**src/rtl/mfda_pkg.sv**
```systemverilog
package mfda_pkg;

    localparam int CORDIC_STEPS    = 16;
    localparam int ANGLE_FRAC_BITS = 7;

    localparam int BYTE_W  = 8;
    localparam int FIELD_W = 12;
    localparam int ANGLE_W = 16;
    localparam int CNT_W   = 2;
    localparam int STEP_W  = 5;

    localparam int VEC_SHIFT = 8;
    localparam int VEC_W     = 23;
    localparam int ACC_FRAC  = 16;
    localparam int ACC_W     = 26;

    localparam int RND_SHIFT = ACC_FRAC - ANGLE_FRAC_BITS;

    localparam logic signed [ACC_W-1:0] ACC_P90   = ACC_W'(90 * (1 << ACC_FRAC));
    localparam logic signed [ACC_W-1:0] ACC_N90   = -ACC_W'(90 * (1 << ACC_FRAC));
    localparam logic signed [ACC_W-1:0] RND_HALF  = ACC_W'(1 << (RND_SHIFT - 1));
    localparam logic signed [ACC_W-1:0] ANG_P90   = ACC_W'(90 * (1 << ANGLE_FRAC_BITS));
    localparam logic signed [ACC_W-1:0] ANG_N90   = -ACC_W'(90 * (1 << ANGLE_FRAC_BITS));
    localparam logic signed [ACC_W-1:0] ANG_LIM   = ACC_W'(180 * (1 << ANGLE_FRAC_BITS));
    localparam logic signed [ACC_W-1:0] ANG_NLIM  = -ACC_W'(180 * (1 << ANGLE_FRAC_BITS));
    localparam logic signed [ACC_W-1:0] ANG_S_MAX = ACC_W'(32767);
    localparam logic signed [ACC_W-1:0] ANG_S_MIN = -ACC_W'(32768);

    typedef logic signed [FIELD_W-1:0] t_field;

    typedef struct packed {
        logic signed [VEC_W-1:0] vx;
        logic signed [VEC_W-1:0] vy;
        logic signed [ACC_W-1:0] acc;
        t_field                  x;
        t_field                  y;
        t_field                  z;
        logic                    stuck;
    } t_cordic;

    // atan(2^-i) in degrees, Q.16
    function automatic logic signed [ACC_W-1:0] atan_q16(input logic [STEP_W-1:0] idx);
        logic signed [ACC_W-1:0] v;
        unique case (idx)
            5'd0:    v = ACC_W'(2949120);
            5'd1:    v = ACC_W'(1740967);
            5'd2:    v = ACC_W'(919879);
            5'd3:    v = ACC_W'(466945);
            5'd4:    v = ACC_W'(234379);
            5'd5:    v = ACC_W'(117304);
            5'd6:    v = ACC_W'(58666);
            5'd7:    v = ACC_W'(29335);
            5'd8:    v = ACC_W'(14668);
            5'd9:    v = ACC_W'(7334);
            5'd10:   v = ACC_W'(3667);
            5'd11:   v = ACC_W'(1833);
            5'd12:   v = ACC_W'(917);
            5'd13:   v = ACC_W'(458);
            5'd14:   v = ACC_W'(229);
            5'd15:   v = ACC_W'(115);
            5'd16:   v = ACC_W'(57);
            5'd17:   v = ACC_W'(29);
            5'd18:   v = ACC_W'(14);
            5'd19:   v = ACC_W'(7);
            5'd20:   v = ACC_W'(4);
            5'd21:   v = ACC_W'(2);
            5'd22:   v = ACC_W'(1);
            default: v = '0;
        endcase
        return v;
    endfunction

endpackage

```
**src/rtl/mfda_cordic_cell.sv**
```systemverilog
module mfda_cordic_cell (
    input  logic                          i_clk,
    input  logic                          i_rst_n,
    input  logic [mfda_pkg::STEP_W-1:0]   i_step,
    input  logic                          i_vld,
    input  mfda_pkg::t_cordic             i_dat,
    output logic                          o_rdy,
    output logic                          o_vld,
    output mfda_pkg::t_cordic             o_dat,
    input  logic                          i_rdy
);

    logic                              r_vld;
    mfda_pkg::t_cordic                 r_dat;
    mfda_pkg::t_cordic                 n_dat;
    logic signed [mfda_pkg::VEC_W-1:0] w_dx;
    logic signed [mfda_pkg::VEC_W-1:0] w_dy;
    logic signed [mfda_pkg::ACC_W-1:0] w_ang;

    assign o_rdy = !r_vld || i_rdy;
    assign w_dx  = i_dat.vy >>> i_step;
    assign w_dy  = i_dat.vx >>> i_step;
    assign w_ang = mfda_pkg::atan_q16(i_step);

    always_comb begin
        n_dat = i_dat;
        if (!i_dat.vy[mfda_pkg::VEC_W-1]) begin
            n_dat.vx  = i_dat.vx + w_dx;
            n_dat.vy  = i_dat.vy - w_dy;
            n_dat.acc = i_dat.acc + w_ang;
        end else begin
            n_dat.vx  = i_dat.vx - w_dx;
            n_dat.vy  = i_dat.vy + w_dy;
            n_dat.acc = i_dat.acc - w_ang;
        end
    end

    always_ff @(posedge i_clk) begin
        if (!i_rst_n) begin
            r_vld <= 1'b0;
        end else if (o_rdy) begin
            r_vld <= i_vld;
        end
    end

    always_ff @(posedge i_clk) begin
        if (o_rdy && i_vld) begin
            r_dat <= n_dat;
        end
    end

    assign o_vld = r_vld;
    assign o_dat = r_dat;

endmodule

```
**config.mk**
```make
export PLATFORM = sky130hd
export DESIGN_NAME = mfda_cordic_cell
export DESIGN_NICKNAME = d
export VERILOG_FILES = /design/src/rtl/mfda_pkg.sv /design/src/rtl/mfda_cordic_cell.sv
export SDC_FILE = /design/constraint.sdc
export NUM_CORES = 1
export LEC_CHECK = 0
export BUFFER_PORTS_ARGS = -buffer_cell sky130_fd_sc_hd__buf_2
export CAP_MARGIN = 20
export CELL_PAD_IN_SITES_DETAIL_PLACEMENT = 1
export CELL_PAD_IN_SITES_GLOBAL_PLACEMENT = 2
export CORE_UTILIZATION = 35
export DETAILED_ROUTE_END_ITERATION = 6
export GPL_TIMING_DRIVEN = 0
export PLACE_DENSITY = 0.83
export SLEW_MARGIN = 25
export SYNTH_ARGS = -nofsm -noshare
export SYNTH_HDL_FRONTEND = slang
export SYNTH_SLANG_ARGS = --single-unit
export TNS_END_PERCENT = 20
```
**constraint.sdc**
```tcl
create_clock -name i_clk -period 13.2 [get_ports i_clk]
set_clock_uncertainty 0.1 [all_clocks]
set_input_delay 0.66 -clock i_clk [delete_from_list [all_inputs] [get_ports i_clk]]
set_output_delay 0.66 -clock i_clk [all_outputs]
set_load 0.02 [all_outputs]
```
==> flow_metrics.tcl <==
set metrics [dict create \
    min_path_type "primary input to register" \
    outcome "finished clean" \
    cts_resized 0 \
    clk_latency_ps 380 \
    cts_htree_levels 3 \
    peakVddDrop_v 0.0000663 \
    cpMostUsedCell "buf_2" \
    fin_crit_sh_pct 60.9 \
    ioPinCount 229 \
    dieWidth_um 186 \
    slew_headroom_pct 30.5 \
    ys_ff_latch 110 \
    drv_slew 0 \
    io_buffer_count 225 \
    fin_crit_ps 8030 \
    grt_pass1_vias 11600 \
    startpoint_type "primary input" \
    syn_nets 1443 \
    grt_pass1_wl_mm 70.8 \
    cpMaxStageDelayCell "nor4b_1" \
    ys_seq_area_share_pct 27.9 \
    cts_setup_buffers 0 \
    crit_family "compound AO/OA/AOI/OAI gates" \
    post_dp_cell_area_mm2 0.0135 \
    initial_core_util_pct 35.9 \
    cts.clk_slew.worst_paths_ps 90 \
    drv_cap 0 \
    grt_max_degree 42 \
    area_delta_synth_final_pct 17.3 \
    cts_sinks 110 \
    yosys_warnings 0 \
    crit_fanout 10 \
    critPathCaptureType "register" \
    cts.path.max_buffers 2 \
    netlist_area_mm2 0.0118 \
    synthArstFlopShare_pct 0 \
    gp_congestion 0.986 \
    drt_iter0_drc 840 \
    synth.top_cells.by_area "edfxtp_1 (28%), ha_1 (8.5%), mux4_2 (7.2%)" \
    wirelength_mm 47.7 \
    vias 11500 \
    synthCells 1242 \
    yosys_most_used_dff "edfxtp_1" \
    dpl.hpwl_mm 37.3 \
    postLayoutCellArea_mm2 0.0139 \
    setup_violations 0 \
    synth_top_area_share_pct 27.7 \
    fmax_mhz 124 \
    synth_edf_count 109 \
    hold_start "i_dat[26]" \
    drc 0 \
    die-area_mm2 0.0345 \
    grt.total_usage_pct 27.8 \
    crit_type "primary input to register" \
    holdWs_ps 338 \
    max_stage_delay_ps 750 \
    tns_ps 0 \
    drive_above_1_share_pct 24.4 \
    via_per_inst 5.95 \
    core_mm2 0.0329 \
    holdBufCountCts 0 \
    finalHoldViolCount 0 \
    tritoncts "built" \
    synth.top_cells.by_count "edfxtp_1 (109), nor2_1 (109), a21oi_1 (107)" \
    regToRegSetupSlack_ps 11600 \
    fillers 3914 \
    synth_cell_type_count 101 \
    die_h_um 186 \
    post_drt_wl_per_cell_um 24.8 \
    final_nets 1682 \
    antenna_cells 0 \
    antenna_found_initial 2 \
    globalRoute.totalOverflow 0 \
    cp.required_ps 13240 \
    worst_slew_pin_slew_ps 1040 \
    ant_nets 0 \
    rsz0062_at_grt "no" \
    r2r_start "o_vld" \
    cts-root-buf "clkbuf_16" \
    cp_num_buf_inv 7 \
    arrival_ps 8080 \
    p_per_area_mw_per_mm2 107 \
    leakagePower_nw 5.74 \
    final_util_pct 42.2 \
    synth_area_per_cell_um2 9.51 \
    cts_buffers 9 \
    synth_top_area_cell "edfxtp_1" \
    num_rows 66 \
    dr.pass1.iters 5 \
    crit_start "i_step[1]" \
]
-- logic make-up (layout without fill, tap and decap cells) --
| group | after synthesis | in the layout | share of synthesized area (%) |
|---|---|---|---|
| mux | 111 | 111 | 14.2 |
| xor+xnor | 106 | 106 | 7.86 |
| flops | 110 | 110 | 27.9 |
| fa+ha+maj | 83 | 83 | 8.98 |
| buf+inv | 114 | 358 | 5.44 |
| simple gates | 358 | 358 | 15.1 |
| compound gates | 360 | 360 | 20.5 |
-- per-layer routing --
layer	vias up	wire length (um)	global-route usage [%]	share of wire, %
li1	5199	-	-	-
met4	0	1720	11.2	3.6
met5	-	0	0	0
met1	5686	20100	35.6	42
met2	492	22400	46.2	47
met3	91	3550	4.72	7.4
-- registers in the layout, summed over array words and instances (netlist names) --
register and cells:
o_dat 109, o_vld 1
-- metrics by stage --
stage          cells  setup WS, ps  total power, W
6_report        1928          5170         0.00149
5_1_grt         1928          4590         0.00158
4_1_cts         1928          5240         0.00150
3_5_place_dp    1912          4940         0.00119
3_3_place_gp    1909          5060         0.00118
2_1_floorplan   1242          6810        0.000981
-- cell usage in the layout (no fill, tap or decap), types with 36 or more instances in the layout --
master	Yosys	final
a21oi_1	107	107
buf_2	9	235
edfxtp_1	109	109
ha_1	80	80
inv_1	46	46
mux2i_1	48	48
mux4_2	38	38
nand2_1	85	85
nor2_1	109	109
o21ai_0	48	48
xnor2_1	70	70
xor2_1	36	36
-- path summary, 6_finish.rpt --
| check | to | cells after the start |
|---|---|---|
| min reg2reg | o_vld | 2 |
| min | o_dat[26] | 1 |
| max reg2reg | o_dat[95] | 3 |
| max | o_dat[61] | 26 |
-- where the power goes --
group | switching [W] | internal (W)
Sequential | 0.0000114 | 0.000463
Combinational | 0.000440 | 0.000278
Clock | 0.000157 | 0.000139
Total | 0.000608 | 0.000880
-- area by class of cell --
class	count	area, um2	area share [%]
plain buffers	65	459	3.31
clock buffers	9	225	1.63
clock inverters	7	91.3	0.659
inverters	49	184	1.33
multi-input cells	1018	7880	56.9
flip-flops and latches	110	3290	23.8
well taps	442	553	3.99
repair buffers	228	1170	8.45
Power figures use the tool's default switching activity.
