--- src/rtl/mfda_pkg.sv ---
package mfda_pkg;

    localparam int CORDIC_STEPS    = 16;
    localparam int ANGLE_FRAC_BITS = 7;

    localparam int BYTE_W  = 8;
    localparam int FIELD_W = 12;
    localparam int ANGLE_W = 16;
    localparam int CNT_W   = 2;
    localparam int STEP_W  = 5;

    localparam int VEC_SHIFT = 8;
    localparam int VEC_W     = 23;
    localparam int ACC_FRAC  = 16;
    localparam int ACC_W     = 26;

    localparam int RND_SHIFT = ACC_FRAC - ANGLE_FRAC_BITS;

    localparam logic signed [ACC_W-1:0] ACC_P90   = ACC_W'(90 * (1 << ACC_FRAC));
    localparam logic signed [ACC_W-1:0] ACC_N90   = -ACC_W'(90 * (1 << ACC_FRAC));
    localparam logic signed [ACC_W-1:0] RND_HALF  = ACC_W'(1 << (RND_SHIFT - 1));
    localparam logic signed [ACC_W-1:0] ANG_P90   = ACC_W'(90 * (1 << ANGLE_FRAC_BITS));
    localparam logic signed [ACC_W-1:0] ANG_N90   = -ACC_W'(90 * (1 << ANGLE_FRAC_BITS));
    localparam logic signed [ACC_W-1:0] ANG_LIM   = ACC_W'(180 * (1 << ANGLE_FRAC_BITS));
    localparam logic signed [ACC_W-1:0] ANG_NLIM  = -ACC_W'(180 * (1 << ANGLE_FRAC_BITS));
    localparam logic signed [ACC_W-1:0] ANG_S_MAX = ACC_W'(32767);
    localparam logic signed [ACC_W-1:0] ANG_S_MIN = -ACC_W'(32768);

    typedef logic signed [FIELD_W-1:0] t_field;

    typedef struct packed {
        logic signed [VEC_W-1:0] vx;
        logic signed [VEC_W-1:0] vy;
        logic signed [ACC_W-1:0] acc;
        t_field                  x;
        t_field                  y;
        t_field                  z;
        logic                    stuck;
    } t_cordic;

    // atan(2^-i) in degrees, Q.16
    function automatic logic signed [ACC_W-1:0] atan_q16(input logic [STEP_W-1:0] idx);
        logic signed [ACC_W-1:0] v;
        unique case (idx)
            5'd0:    v = ACC_W'(2949120);
            5'd1:    v = ACC_W'(1740967);
            5'd2:    v = ACC_W'(919879);
            5'd3:    v = ACC_W'(466945);
            5'd4:    v = ACC_W'(234379);
            5'd5:    v = ACC_W'(117304);
            5'd6:    v = ACC_W'(58666);
            5'd7:    v = ACC_W'(29335);
            5'd8:    v = ACC_W'(14668);
            5'd9:    v = ACC_W'(7334);
            5'd10:   v = ACC_W'(3667);
            5'd11:   v = ACC_W'(1833);
            5'd12:   v = ACC_W'(917);
            5'd13:   v = ACC_W'(458);
            5'd14:   v = ACC_W'(229);
            5'd15:   v = ACC_W'(115);
            5'd16:   v = ACC_W'(57);
            5'd17:   v = ACC_W'(29);
            5'd18:   v = ACC_W'(14);
            5'd19:   v = ACC_W'(7);
            5'd20:   v = ACC_W'(4);
            5'd21:   v = ACC_W'(2);
            5'd22:   v = ACC_W'(1);
            default: v = '0;
        endcase
        return v;
    endfunction

endpackage

--- src/rtl/mfda_frame_if.sv ---
interface mfda_frame_if;
    logic                            valid;
    logic                            ready;
    logic [mfda_pkg::BYTE_W-1:0]     frame_byte0;
    logic [mfda_pkg::BYTE_W-1:0]     frame_byte1;
    logic [mfda_pkg::BYTE_W-1:0]     frame_byte2;
    logic [mfda_pkg::BYTE_W-1:0]     frame_byte3;
    logic [mfda_pkg::BYTE_W-1:0]     frame_byte4;
    logic [mfda_pkg::BYTE_W-1:0]     frame_byte5;

    modport source (
        output valid, frame_byte0, frame_byte1, frame_byte2,
               frame_byte3, frame_byte4, frame_byte5,
        input  ready
    );
    modport sink (
        input  valid, frame_byte0, frame_byte1, frame_byte2,
               frame_byte3, frame_byte4, frame_byte5,
        output ready
    );
endinterface

--- src/rtl/mfda_unpack.sv ---
module mfda_unpack (
    input  logic              i_clk,
    input  logic              i_rst_n,
    mfda_frame_if.sink        i_frame,
    output logic              o_vld,
    output mfda_pkg::t_cordic o_dat,
    input  logic              i_rdy
);

    logic                           r_vld;
    mfda_pkg::t_cordic              r_dat;
    logic [mfda_pkg::CNT_W-1:0]     r_last;

    logic                           w_acc;
    mfda_pkg::t_field               w_x;
    mfda_pkg::t_field               w_y;
    logic [mfda_pkg::CNT_W-1:0]     w_cnt;
    logic                           w_stuck;
    logic signed [mfda_pkg::VEC_W-1:0] w_vx0;
    logic signed [mfda_pkg::VEC_W-1:0] w_vy0;
    mfda_pkg::t_cordic              n_dat;

    assign i_frame.ready = !r_vld || i_rdy;
    assign w_acc         = i_frame.valid && i_frame.ready;

    assign w_x     = {i_frame.frame_byte0, i_frame.frame_byte4[7:4]};
    assign w_y     = {i_frame.frame_byte1, i_frame.frame_byte4[3:0]};
    assign w_cnt   = i_frame.frame_byte3[3:2];
    assign w_stuck = (w_cnt == r_last);

    assign w_vx0 = {{(mfda_pkg::VEC_W - mfda_pkg::FIELD_W - mfda_pkg::VEC_SHIFT){w_x[11]}},
                    w_x, {mfda_pkg::VEC_SHIFT{1'b0}}};
    assign w_vy0 = {{(mfda_pkg::VEC_W - mfda_pkg::FIELD_W - mfda_pkg::VEC_SHIFT){w_y[11]}},
                    w_y, {mfda_pkg::VEC_SHIFT{1'b0}}};

    always_comb begin
        n_dat.x     = w_x;
        n_dat.y     = w_y;
        n_dat.z     = {i_frame.frame_byte2, i_frame.frame_byte5[3:0]};
        n_dat.stuck = w_stuck;
        n_dat.vx    = w_vx0;
        n_dat.vy    = w_vy0;
        n_dat.acc   = '0;
        // left half plane: rotate by a quarter turn first
        if (w_x[11]) begin
            if (!w_y[11]) begin
                n_dat.vx  = w_vy0;
                n_dat.vy  = -w_vx0;
                n_dat.acc = mfda_pkg::ACC_P90;
            end else begin
                n_dat.vx  = -w_vy0;
                n_dat.vy  = w_vx0;
                n_dat.acc = mfda_pkg::ACC_N90;
            end
        end
    end

    always_ff @(posedge i_clk) begin
        if (!i_rst_n) begin
            r_vld  <= 1'b0;
            r_last <= '0;
        end else begin
            if (i_frame.ready) begin
                r_vld <= i_frame.valid;
            end
            if (w_acc) begin
                r_last <= w_stuck ? '0 : w_cnt;
            end
        end
    end

    always_ff @(posedge i_clk) begin
        if (w_acc) begin
            r_dat <= n_dat;
        end
    end

    assign o_vld = r_vld;
    assign o_dat = r_dat;

endmodule

--- src/flat_wrapper.sv ---
// flat-port wrapper written by rule: the top's interface ports become plain ports
module mfda_unpack_flat 
  (i_clk, i_rst_n, o_vld, o_dat, i_rdy, i_frame_valid, i_frame_frame_byte0, i_frame_frame_byte1, i_frame_frame_byte2, i_frame_frame_byte3, i_frame_frame_byte4, i_frame_frame_byte5, i_frame_ready);
  mfda_frame_if i_frame_i ();
  input  logic i_clk;
  input  logic i_rst_n;
  output logic o_vld;
  output mfda_pkg::t_cordic o_dat;
  input  logic i_rdy;
  input wire logic [$bits(i_frame_i.valid)-1:0] i_frame_valid;
  input wire logic [$bits(i_frame_i.frame_byte0)-1:0] i_frame_frame_byte0;
  input wire logic [$bits(i_frame_i.frame_byte1)-1:0] i_frame_frame_byte1;
  input wire logic [$bits(i_frame_i.frame_byte2)-1:0] i_frame_frame_byte2;
  input wire logic [$bits(i_frame_i.frame_byte3)-1:0] i_frame_frame_byte3;
  input wire logic [$bits(i_frame_i.frame_byte4)-1:0] i_frame_frame_byte4;
  input wire logic [$bits(i_frame_i.frame_byte5)-1:0] i_frame_frame_byte5;
  output wire logic [$bits(i_frame_i.ready)-1:0] i_frame_ready;
  assign i_frame_i.valid = i_frame_valid;
  assign i_frame_i.frame_byte0 = i_frame_frame_byte0;
  assign i_frame_i.frame_byte1 = i_frame_frame_byte1;
  assign i_frame_i.frame_byte2 = i_frame_frame_byte2;
  assign i_frame_i.frame_byte3 = i_frame_frame_byte3;
  assign i_frame_i.frame_byte4 = i_frame_frame_byte4;
  assign i_frame_i.frame_byte5 = i_frame_frame_byte5;
  assign i_frame_ready = i_frame_i.ready;
  mfda_unpack u_core (.i_clk(i_clk), .i_rst_n(i_rst_n), .i_frame(i_frame_i), .o_vld(o_vld), .o_dat(o_dat), .i_rdy(i_rdy));
endmodule
--- config.mk ---
export PLATFORM = sky130hd
export DESIGN_NAME = mfda_unpack_flat
export DESIGN_NICKNAME = d
export VERILOG_FILES = /design/src/rtl/mfda_pkg.sv /design/src/rtl/mfda_frame_if.sv /design/src/rtl/mfda_unpack.sv /design/src/flat_wrapper.sv
export SDC_FILE = /design/constraint.sdc
export NUM_CORES = 1
export LEC_CHECK = 0
export ABC_AREA = 1
export BUFFER_PORTS_ARGS = -buffer_cell sky130_fd_sc_hd__buf_2
export CORE_MARGIN = 4
export CORE_UTILIZATION = 46
export DETAILED_ROUTE_END_ITERATION = 7
export GPL_ROUTABILITY_DRIVEN = 0
export GPL_TIMING_DRIVEN = 0
export PLACE_DENSITY = 0.84
export REMOVE_ABC_BUFFERS = 1
export SYNTH_ARGS = -nofsm -noshare
export SYNTH_HDL_FRONTEND = slang
export SYNTH_SLANG_ARGS = --single-unit
--- constraint.sdc ---
create_clock -name i_clk -period 7.4 [get_ports i_clk]
set_clock_uncertainty 0.2 [all_clocks]
set_input_delay 1.85 -clock i_clk [delete_from_list [all_inputs] [get_ports i_clk]]
set_output_delay 1.85 -clock i_clk [all_outputs]
set_load 0.03 [all_outputs]
==> run metrics <==
Net count, final=468; DR vias=2,459; CTS Hold Bufs=0; Max clock buf depth=2; actual slew at the worst max-slew pin=0.749 ns; Slew Limit Fails=0; Chip Width=93.3 µm; clock slew at reported path FFs=0.08 ns; post-synthesis async set-or-reset flop share=0; drt pass-1 iters=5; FP Rows=30; Yosys Warn Count=0; initial antenna violation count=0; DRC viols=0; Fill cells=587; Comb power frac=0.176; Final Non-Filler Cells=515; Post-synth EDFFs=69; register area=2130 µm²; most frequent cells in the layout=119 x buf_2, 69 x edfxtp_1, 57 x nand2_1; Clock H-tree levels=3; Die H=93.3 µm; Final setup viols=0; share of layout cells above drive strength 1=0.358; Initial DRC Count=214; largest net degree at the start of global routing=34; antenna viol nets, final=0; gr ovfl total=0; post-synthesis sequential area ratio=0.637; worst endpoint required time=5.35 ns; part of the power in registers=0.464; root buf cell=clkbuf_8; synth-to-layout area growth=23.2%; Hold Path Class=reg2reg; Hold WS=0.354 ns; post-placement cell count=499; Antenna Cells=0; switch share=0.285; Psw=298 µW; clock sink count=72; aggregate global-route resource usage=0.172; TritonCTS clock tree=built; PD cells=253 nW/µm²; Initial Util=0.482; crit path launch type=input port; post-synth cell types=31; leakage power=1.88 nW; worst setup path category=in2out; Total Die Area=8710 µm²; port bufs=119; Hold Fails Final Rpt=0; final worst path period share=0.589; Slew HR=0.499; unrepaired setup endpoints after global routing=false; Vias/cell=4.77; Critical Path AT=2.31 ns; Clk Latency, worst-skew pair=0.34 ns; commonest non-fill, non-tap cell in the layout=buf_2; crit-path max FO=2; Multi-input gate area=886 µm²; Synth Area per Inst=11.3 µm²; core region area=6940 µm²; post-DR wirelength/cell=14.5 µm; Yosys reg bits=72; vias in the first global route=2,304; CTS buffer count=9; endpoint type of the worst setup path=output port; DP HPWL=5390 µm; status=finished, final reports clean; PostCTS Resize Cnt=0; max cap viols=0; Worst IR Drop VDD=0.106 mV; Synth Flop Type=edfxtp_1; Post-Route WL=7490 µm; post-CTS setup buffer count=0; Final min period=4.36 ns; synthesized area=3350 µm²; Achievable Freq=229 MHz; IO Pins=163; clock power share=0.360; Mapped Cells=296; first-pass GRT wire length=11,300 µm; internal power=748 µW
[area by class of cell]
type                       count  area share
timing repair buffer         121       0.156
tap                           96      0.0291
clock inverter                 7      0.0288
sequential                    72       0.517
clock buffer                   9      0.0300
inverter                      27      0.0246
multi-input combinational    183       0.215
[critical path: stages]
cell and delay, ns:
buf_2 0.10, inv_1 0.10, nand2_1 0.08, buf_2 0.18
[power groups by stage]
stage / clock [mW] / combinational [mW] / sequential, mW
6_report: 0.376 / 0.184 / 0.485
5_1_grt: 0.403 / 0.197 / 0.488
4_1_cts: 0.382 / 0.184 / 0.486
3_5_place_dp: 0 / 0.183 / 0.494
3_3_place_gp: 0 / 0.175 / 0.497
2_1_floorplan: 0 / 0.0627 / 0.555
[cells in the mapped netlist, types with 2 or more instances]
cell	count	share of area
nand2_1	57	0.064
o21ai_1	3	0.0045
dfxtp_1	3	0.018
buf_6	3	0.010
xnor2_1	2	0.0052
nor2_1	6	0.0067
inv_1	25	0.028
nor2_2	5	0.0093
clkbuf_1	3	0.0034
edfxtp_1	69	0.62
nand3_1	30	0.045
a21oi_1	5	0.0075
ha_1	2	0.0075
nand4_1	4	0.0075
nand2_2	2	0.0037
buf_4	41	0.092
xor2_1	4	0.010
inv_2	2	0.0022
o21ai_0	18	0.027
[metrics by stage]
stage / total power, mW / area (µm²) / setup slack, ns / utilization / TNS (ns)
2_1_floorplan: 0.618 / 3110 / 1.28 / - / 0
3_3_place_gp: 0.672 / 3820 / -0.0683 / 0.551 / -0.134
6_report: 1.05 / 4130 / 3.04 / 0.594 / 0
4_1_cts: 1.05 / 4130 / 3.04 / 0.594 / 0
3_5_place_dp: 0.677 / 3880 / 3.04 / 0.559 / 0
5_1_grt: 1.09 / 4130 / 3.03 / 0.594 / 0
[layer usage]
metal | up-vias | part of all wire | GRT usage
li1 | 1167 | - | -
met1 | 1117 | 0.40 | 0.205
met2 | 159 | 0.46 | 0.284
met3 | 16 | 0.12 | 0.0579
met4 | 0 | 0.018 | 0.0708
met5 | - | 0 | 0
[worst paths after layout]
| kind | startpoint | to | slack (ns) | cells past startpoint |
|---|---|---|---|---|
| worst max-delay path | i_rdy | i_frame_ready | 3.04 | 4 |
| worst min register to register | u_core.r_last[1] | u_core.r_last[1] | 0.35 | 2 |
| worst min-delay path | u_core.r_last[1] | u_core.r_last[1] | 0.35 | 2 |
| worst max register to register | u_core.o_vld | u_core.o_dat[36] | 5.45 | 3 |
[logic make-up after synthesis]
family                   count (synthesis)  share of synthesized area
AND/OR/NAND/NOR                        107                      0.142
buffers and inverters                   76                      0.141
other                                    1                    0.00112
adder cells (fa/ha/maj)                  2                    0.00747
XOR/XNOR                                 6                     0.0157
AO/OA/AOI/OAI                           32                     0.0553
flip-flops                              72                      0.637
[registers in the layout (all words and copies together) (netlist names)]
name	count
u_core.o_vld	1
u_core.o_dat	69
u_core.r_last	2
Note: power is estimated with default switching activity, not from simulation.
