--- config.mk ---
export PLATFORM = sky130hd
export DESIGN_NAME = mfda_round_flat
export DESIGN_NICKNAME = d
export VERILOG_FILES = /design/src/rtl/mfda_pkg.sv /design/src/rtl/mfda_result_if.sv /design/src/rtl/mfda_round.sv /design/src/flat_wrapper.sv
export SDC_FILE = /design/constraint.sdc
export NUM_CORES = 1
export LEC_CHECK = 0
export ABC_CLOCK_PERIOD_IN_PS = 3800
export BUFFER_PORTS_ARGS = -buffer_cell sky130_fd_sc_hd__buf_2
export CAP_MARGIN = 40
export CORE_ASPECT_RATIO = 0.75
export CORE_MARGIN = 8
export CORE_UTILIZATION = 39
export DETAILED_ROUTE_END_ITERATION = 10
export HOLD_SLACK_MARGIN = 0.03
export PLACE_DENSITY_LB_ADDON = 0.08
export SYNTH_ARGS = -nofsm -noshare
export SYNTH_HDL_FRONTEND = slang
export SYNTH_SLANG_ARGS = --single-unit
export TNS_END_PERCENT = 30
--- constraint.sdc ---
create_clock -name i_clk -period 3.8 [get_ports i_clk]
set_input_delay 0.38 -clock i_clk [delete_from_list [all_inputs] [get_ports i_clk]]
set_output_delay 0.38 -clock i_clk [all_outputs]
set_load 0.05 [all_outputs]
--- src/rtl/mfda_pkg.sv ---
package mfda_pkg;

    localparam int CORDIC_STEPS    = 16;
    localparam int ANGLE_FRAC_BITS = 7;

    localparam int BYTE_W  = 8;
    localparam int FIELD_W = 12;
    localparam int ANGLE_W = 16;
    localparam int CNT_W   = 2;
    localparam int STEP_W  = 5;

    localparam int VEC_SHIFT = 8;
    localparam int VEC_W     = 23;
    localparam int ACC_FRAC  = 16;
    localparam int ACC_W     = 26;

    localparam int RND_SHIFT = ACC_FRAC - ANGLE_FRAC_BITS;

    localparam logic signed [ACC_W-1:0] ACC_P90   = ACC_W'(90 * (1 << ACC_FRAC));
    localparam logic signed [ACC_W-1:0] ACC_N90   = -ACC_W'(90 * (1 << ACC_FRAC));
    localparam logic signed [ACC_W-1:0] RND_HALF  = ACC_W'(1 << (RND_SHIFT - 1));
    localparam logic signed [ACC_W-1:0] ANG_P90   = ACC_W'(90 * (1 << ANGLE_FRAC_BITS));
    localparam logic signed [ACC_W-1:0] ANG_N90   = -ACC_W'(90 * (1 << ANGLE_FRAC_BITS));
    localparam logic signed [ACC_W-1:0] ANG_LIM   = ACC_W'(180 * (1 << ANGLE_FRAC_BITS));
    localparam logic signed [ACC_W-1:0] ANG_NLIM  = -ACC_W'(180 * (1 << ANGLE_FRAC_BITS));
    localparam logic signed [ACC_W-1:0] ANG_S_MAX = ACC_W'(32767);
    localparam logic signed [ACC_W-1:0] ANG_S_MIN = -ACC_W'(32768);

    typedef logic signed [FIELD_W-1:0] t_field;

    typedef struct packed {
        logic signed [VEC_W-1:0] vx;
        logic signed [VEC_W-1:0] vy;
        logic signed [ACC_W-1:0] acc;
        t_field                  x;
        t_field                  y;
        t_field                  z;
        logic                    stuck;
    } t_cordic;

    // atan(2^-i) in degrees, Q.16
    function automatic logic signed [ACC_W-1:0] atan_q16(input logic [STEP_W-1:0] idx);
        logic signed [ACC_W-1:0] v;
        unique case (idx)
            5'd0:    v = ACC_W'(2949120);
            5'd1:    v = ACC_W'(1740967);
            5'd2:    v = ACC_W'(919879);
            5'd3:    v = ACC_W'(466945);
            5'd4:    v = ACC_W'(234379);
            5'd5:    v = ACC_W'(117304);
            5'd6:    v = ACC_W'(58666);
            5'd7:    v = ACC_W'(29335);
            5'd8:    v = ACC_W'(14668);
            5'd9:    v = ACC_W'(7334);
            5'd10:   v = ACC_W'(3667);
            5'd11:   v = ACC_W'(1833);
            5'd12:   v = ACC_W'(917);
            5'd13:   v = ACC_W'(458);
            5'd14:   v = ACC_W'(229);
            5'd15:   v = ACC_W'(115);
            5'd16:   v = ACC_W'(57);
            5'd17:   v = ACC_W'(29);
            5'd18:   v = ACC_W'(14);
            5'd19:   v = ACC_W'(7);
            5'd20:   v = ACC_W'(4);
            5'd21:   v = ACC_W'(2);
            5'd22:   v = ACC_W'(1);
            default: v = '0;
        endcase
        return v;
    endfunction

endpackage

--- src/rtl/mfda_result_if.sv ---
interface mfda_result_if;
    logic                                 valid;
    logic                                 ready;
    logic signed [mfda_pkg::FIELD_W-1:0]  field_x;
    logic signed [mfda_pkg::FIELD_W-1:0]  field_y;
    logic signed [mfda_pkg::FIELD_W-1:0]  field_z;
    logic signed [mfda_pkg::ANGLE_W-1:0]  angle_deg;
    logic                                 stuck;

    modport source (
        output valid, field_x, field_y, field_z, angle_deg, stuck,
        input  ready
    );
    modport sink (
        input  valid, field_x, field_y, field_z, angle_deg, stuck,
        output ready
    );
endinterface

--- src/rtl/mfda_round.sv ---
module mfda_round (
    input  logic              i_clk,
    input  logic              i_rst_n,
    input  logic              i_vld,
    input  mfda_pkg::t_cordic i_dat,
    output logic              o_rdy,
    mfda_result_if.source     o_result
);

    logic                                r_vld;
    mfda_pkg::t_field                    r_x;
    mfda_pkg::t_field                    r_y;
    mfda_pkg::t_field                    r_z;
    logic signed [mfda_pkg::ANGLE_W-1:0] r_ang;
    logic                                r_stuck;

    logic signed [mfda_pkg::ACC_W-1:0]   w_rnd;
    logic signed [mfda_pkg::ACC_W-1:0]   w_res;
    logic signed [mfda_pkg::ACC_W-1:0]   n_ang;

    assign o_rdy = !r_vld || o_result.ready;
    assign w_rnd = i_dat.acc + mfda_pkg::RND_HALF;
    assign w_res = w_rnd >>> mfda_pkg::RND_SHIFT;

    always_comb begin
        n_ang = w_res;
        if (n_ang > mfda_pkg::ANG_LIM) begin
            n_ang = mfda_pkg::ANG_LIM;
        end
        if (n_ang < mfda_pkg::ANG_NLIM) begin
            n_ang = mfda_pkg::ANG_NLIM;
        end
        if (n_ang > mfda_pkg::ANG_S_MAX) begin
            n_ang = mfda_pkg::ANG_S_MAX;
        end
        if (n_ang < mfda_pkg::ANG_S_MIN) begin
            n_ang = mfda_pkg::ANG_S_MIN;
        end
        // X on the axis: straight up or down
        if (i_dat.x == '0) begin
            n_ang = i_dat.y[mfda_pkg::FIELD_W-1] ? mfda_pkg::ANG_N90 : mfda_pkg::ANG_P90;
        end
    end

    always_ff @(posedge i_clk) begin
        if (!i_rst_n) begin
            r_vld <= 1'b0;
        end else if (o_rdy) begin
            r_vld <= i_vld;
        end
    end

    always_ff @(posedge i_clk) begin
        if (o_rdy && i_vld) begin
            r_x     <= i_dat.x;
            r_y     <= i_dat.y;
            r_z     <= i_dat.z;
            r_ang   <= n_ang[mfda_pkg::ANGLE_W-1:0];
            r_stuck <= i_dat.stuck;
        end
    end

    assign o_result.valid     = r_vld;
    assign o_result.field_x   = r_x;
    assign o_result.field_y   = r_y;
    assign o_result.field_z   = r_z;
    assign o_result.angle_deg = r_ang;
    assign o_result.stuck     = r_stuck;

endmodule

--- src/flat_wrapper.sv ---
// flat-port wrapper written by rule: the top's interface ports become plain ports
module mfda_round_flat 
  (i_clk, i_rst_n, i_vld, i_dat, o_rdy, o_result_valid, o_result_field_x, o_result_field_y, o_result_field_z, o_result_angle_deg, o_result_stuck, o_result_ready);
  mfda_result_if o_result_i ();
  input  logic i_clk;
  input  logic i_rst_n;
  input  logic i_vld;
  input  mfda_pkg::t_cordic i_dat;
  output logic o_rdy;
  output wire logic [$bits(o_result_i.valid)-1:0] o_result_valid;
  output wire logic [$bits(o_result_i.field_x)-1:0] o_result_field_x;
  output wire logic [$bits(o_result_i.field_y)-1:0] o_result_field_y;
  output wire logic [$bits(o_result_i.field_z)-1:0] o_result_field_z;
  output wire logic [$bits(o_result_i.angle_deg)-1:0] o_result_angle_deg;
  output wire logic [$bits(o_result_i.stuck)-1:0] o_result_stuck;
  input wire logic [$bits(o_result_i.ready)-1:0] o_result_ready;
  assign o_result_valid = o_result_i.valid;
  assign o_result_field_x = o_result_i.field_x;
  assign o_result_field_y = o_result_i.field_y;
  assign o_result_field_z = o_result_i.field_z;
  assign o_result_angle_deg = o_result_i.angle_deg;
  assign o_result_stuck = o_result_i.stuck;
  assign o_result_i.ready = o_result_ready;
  mfda_round u_core (.i_clk(i_clk), .i_rst_n(i_rst_n), .i_vld(i_vld), .i_dat(i_dat), .o_rdy(o_rdy), .o_result(o_result_i));
endmodule
==> key figures <==
Outcome
  – Status: completed

Floorplanning
  – Top-level port count: 168
  – Starting Density: 40.0%
  – Core footprint: 0.00677 mm^2
  – Row count: 26
  – Die H: 88.2 um
  – Die width: 112 um
  – Die Area: 0.00989 mm^2

Global route
  – Initial antenna violation count: 0
  – GRT met1 Usage: 18.7%
  – Vias in the first global route: 2,343
  – Largest net degree at the start of global routing: 39
  – Gr usage total: 14.6%
  – First-pass GRT wire length: 11,500 um
  – Met3 global-route usage: 6.27%
  – Grt met2 use: 23.3%
  – GRT Residual Overflow: 0
  – Top Usage Layer GRT: met2

Logic synthesis
  – Average size of a mapped cell: 11.9 um^2
  – Post-synthesis async set-or-reset flop share: 0%
  – Post-synth cell types: 50
  – Yosys top cell area share: 58.8%
  – Synth Flop Type: edfxtp_1
  – Yosys reg bits: 54
  – Largest cells by area after synthesis: edfxtp_1, xor2_1, a21oi_1
  – Number of synthesized flops with an enable pin: 53
  – Seq/Total Area, Yosys: 59.5%
  – Synth warn: 0
  – Top cells by count, synth: edfxtp_1, a21oi_1, nand2_1, nor2_1, nor3_1
  – Net Count, Synth: 343
  – Most frequent cell after synthesis: edfxtp_1
  – Area leader, netlist: edfxtp_1
  – Post-Synthesis Cell Area: 0.00271 mm^2
  – Mapped Cells: 227

Clocking
  – Num CTS Buffers: 5
  – Worst-path clk slew: 0.10 ns
  – TritonCTS clock tree: done
  – H-tree depth: 2
  – Worst-case clock buffer depth: 2
  – Root buffer cell: clkbuf_8
  – CTS Hold Bufs: 0
  – Post_cts resized: 0
  – Clk_lat worst skew: 0.30 ns
  – Clock sinks: 54
  – Post-CTS Setup Bufs: 0

Critical path
  – R2R Path Start: u_core.o_result.valid
  – WP data arrival: 3.47 ns
  – R2r setup slk: 2.37 ns
  – Crit path kind: in2reg
  – Crit-path max FO: 4
  – CP Capture Type: register
  – R2R depth: 3
  – CP startpoint kind: input pin
  – CP required: 3.84 ns
  – FF-to-FF End: u_core.o_result.angle_deg[9]

Final layout
  – Area growth, synth to finish: 35.3%
  – Share of cells above drive strength 1: 43.1%
  – Multi-input logic area: 0.00103 mm^2
  – # diodes: 0
  – Register area: 0.00161 mm^2
  – Fillers: 628
  – Nets: 479
  – Final std cells w/o fill: 448
  – Design area: 0.00366 mm^2

Worst hold path
  – Hold path endpoint: u_core.o_result.field_z[5]
  – Type of the worst min-delay path: in2reg
  – Hold_sp: i_dat[6]
  – Hold path cells: 1

Routing
  – DR pass1 iterations: 4
  – Final ANT Viol Nets: 0
  – Routed vias/inst: 5.07
  – WL/cell: 16.1 um
  – Drt initial violations: 89
  – DRC: 0
  – Via Count: 2,270
  – Routed Wire Length: 7230 um

Power
  – Peak VDD IR: 282 uV
  – Cell Pwr Density: 402 mW/mm^2
  – Pleak: 1.54 nW

Placed design
  – Buffers on Ports: 113
  – Worst slack, placed: 0.0871 ns
  – Placed instance area: 0.00355 mm^2
  – HPWL Detailed: 5880 um
  – Routability cong.: 0.856
  – Placed insts: 440

STA
  – Final setup margin: 0.367 ns
  – Setup TNS: 0 ns
  – Final Hold Fails: 0
  – Unrepaired setup endpoints after global routing: false
  – Fin crit share: 90.3%
  – Achievable Freq: 291 MHz
  – Fin. max-slew vios: 0
  – Slew headroom: 70.4%
  – Final setup vio count: 0
  – Hold_ws: 0.243 ns
  – Final setup skew: 0.0132 ns
  – Minimum clock period after layout: 3.43 ns
  – Slew @ Worst Pin: 0.440 ns

Flow run
  – Max-cap viol count: 0
-- how the worst max path moves through the flow --
stage,endpoint,startpoint,slack (ns),depth (start not counted)
3_5_place_dp,u_core.o_result.angle_deg[10],i_dat[45],0.09,17
4_1_cts,u_core.o_result.angle_deg[10],i_dat[45],0.40,17
3_3_place_gp,u_core.o_result.angle_deg[11],i_dat[45],0.11,19
2_1_floorplan,u_core.o_result.angle_deg[1],i_dat[56],0.06,16
6_report,u_core.o_result.angle_deg[10],i_dat[45],0.37,17
5_1_grt,u_core.o_result.angle_deg[12],i_dat[45],0.04,19
-- sequential cells by signal, summed over array words and instances, names as in the netlist --
name	flops
u_core.o_result.angle_deg	16
u_core.o_result.field_x	12
u_core.o_result.field_y	12
u_core.o_result.field_z	12
u_core.o_result.stuck	1
u_core.o_result.valid	1
-- final cells by class --
cell class	count	area share, %
flip-flops and latches	54	44.0
clock inverters	3	1.20
well taps	84	2.87
repair buffers	141	21.5
inverters	5	0.512
multi-input cells	156	28.0
clock buffers	5	1.88
-- per-stage QoR --
step	power (mW)	utilization, %
floorplan	0.983	-
global route	1.55	54.1
global placement	1.10	52.2
CTS	1.49	54.1
finish	1.47	54.1
detailed placement	1.11	52.5
-- where the power goes --
group          leakage (nW)  internal [mW]  total [mW]  switching [mW]
registers             0.523          0.707       0.716         0.00822
logic                 0.956          0.108       0.377           0.269
clock network        0.0585          0.198       0.380           0.183
total                  1.54           1.01        1.47           0.460
-- worst max-delay path: stages --
cell	delay (ns)
buf_2	0.12
ha_1	0.24
nand4_2	0.16
or3_1	0.36
nor2_1	0.10
a21oi_1	0.08
o221ai_1	0.19
a21o_1	0.15
nand2_1	0.05
ha_1	0.29
nor2_1	0.15
nand2_1	0.07
a21o_1	0.16
ha_1	0.33
nor4_1	0.46
a21o_1	0.15
a31oi_1	0.05
-- layer usage --
| layer | vias to the layer above | wire length (um) |
|---|---|---|
| met5 | - | 0 |
| met4 | 0 | 6 |
| met3 | 2 | 611 |
| met2 | 84 | 3230 |
| met1 | 1040 | 3370 |
| li1 | 1144 | - |
-- layout by cell type (no fill, tap or decap), drive strengths merged, types with 2 or more instances in the layout --
master / n
a211oi: 2
a21boi: 4
a21o: 4
a21oi: 15
and2: 3
and3: 4
and4: 3
buf: 141
clkbuf: 5
edfxtp: 53
ha: 3
inv: 6
nand2: 14
nand2b: 3
nand3: 10
nand4: 5
nor2: 14
nor3: 14
nor4: 8
nor4b: 2
o21a: 2
o21ai: 11
o22ai: 3
xnor2: 7
xor2: 9
-- cell families after synthesis --
family | Yosys count | share of synthesized area (%)
multiplexers | 1 | 0.370
flip-flops | 54 | 59.5
XOR/XNOR | 16 | 5.18
AND/OR/NAND/NOR | 83 | 18.1
buffers and inverters | 17 | 2.59
AO/OA/AOI/OAI | 53 | 12.8
adder cells (fa/ha/maj) | 3 | 1.39
Note: power is estimated with default switching activity, not from simulation.
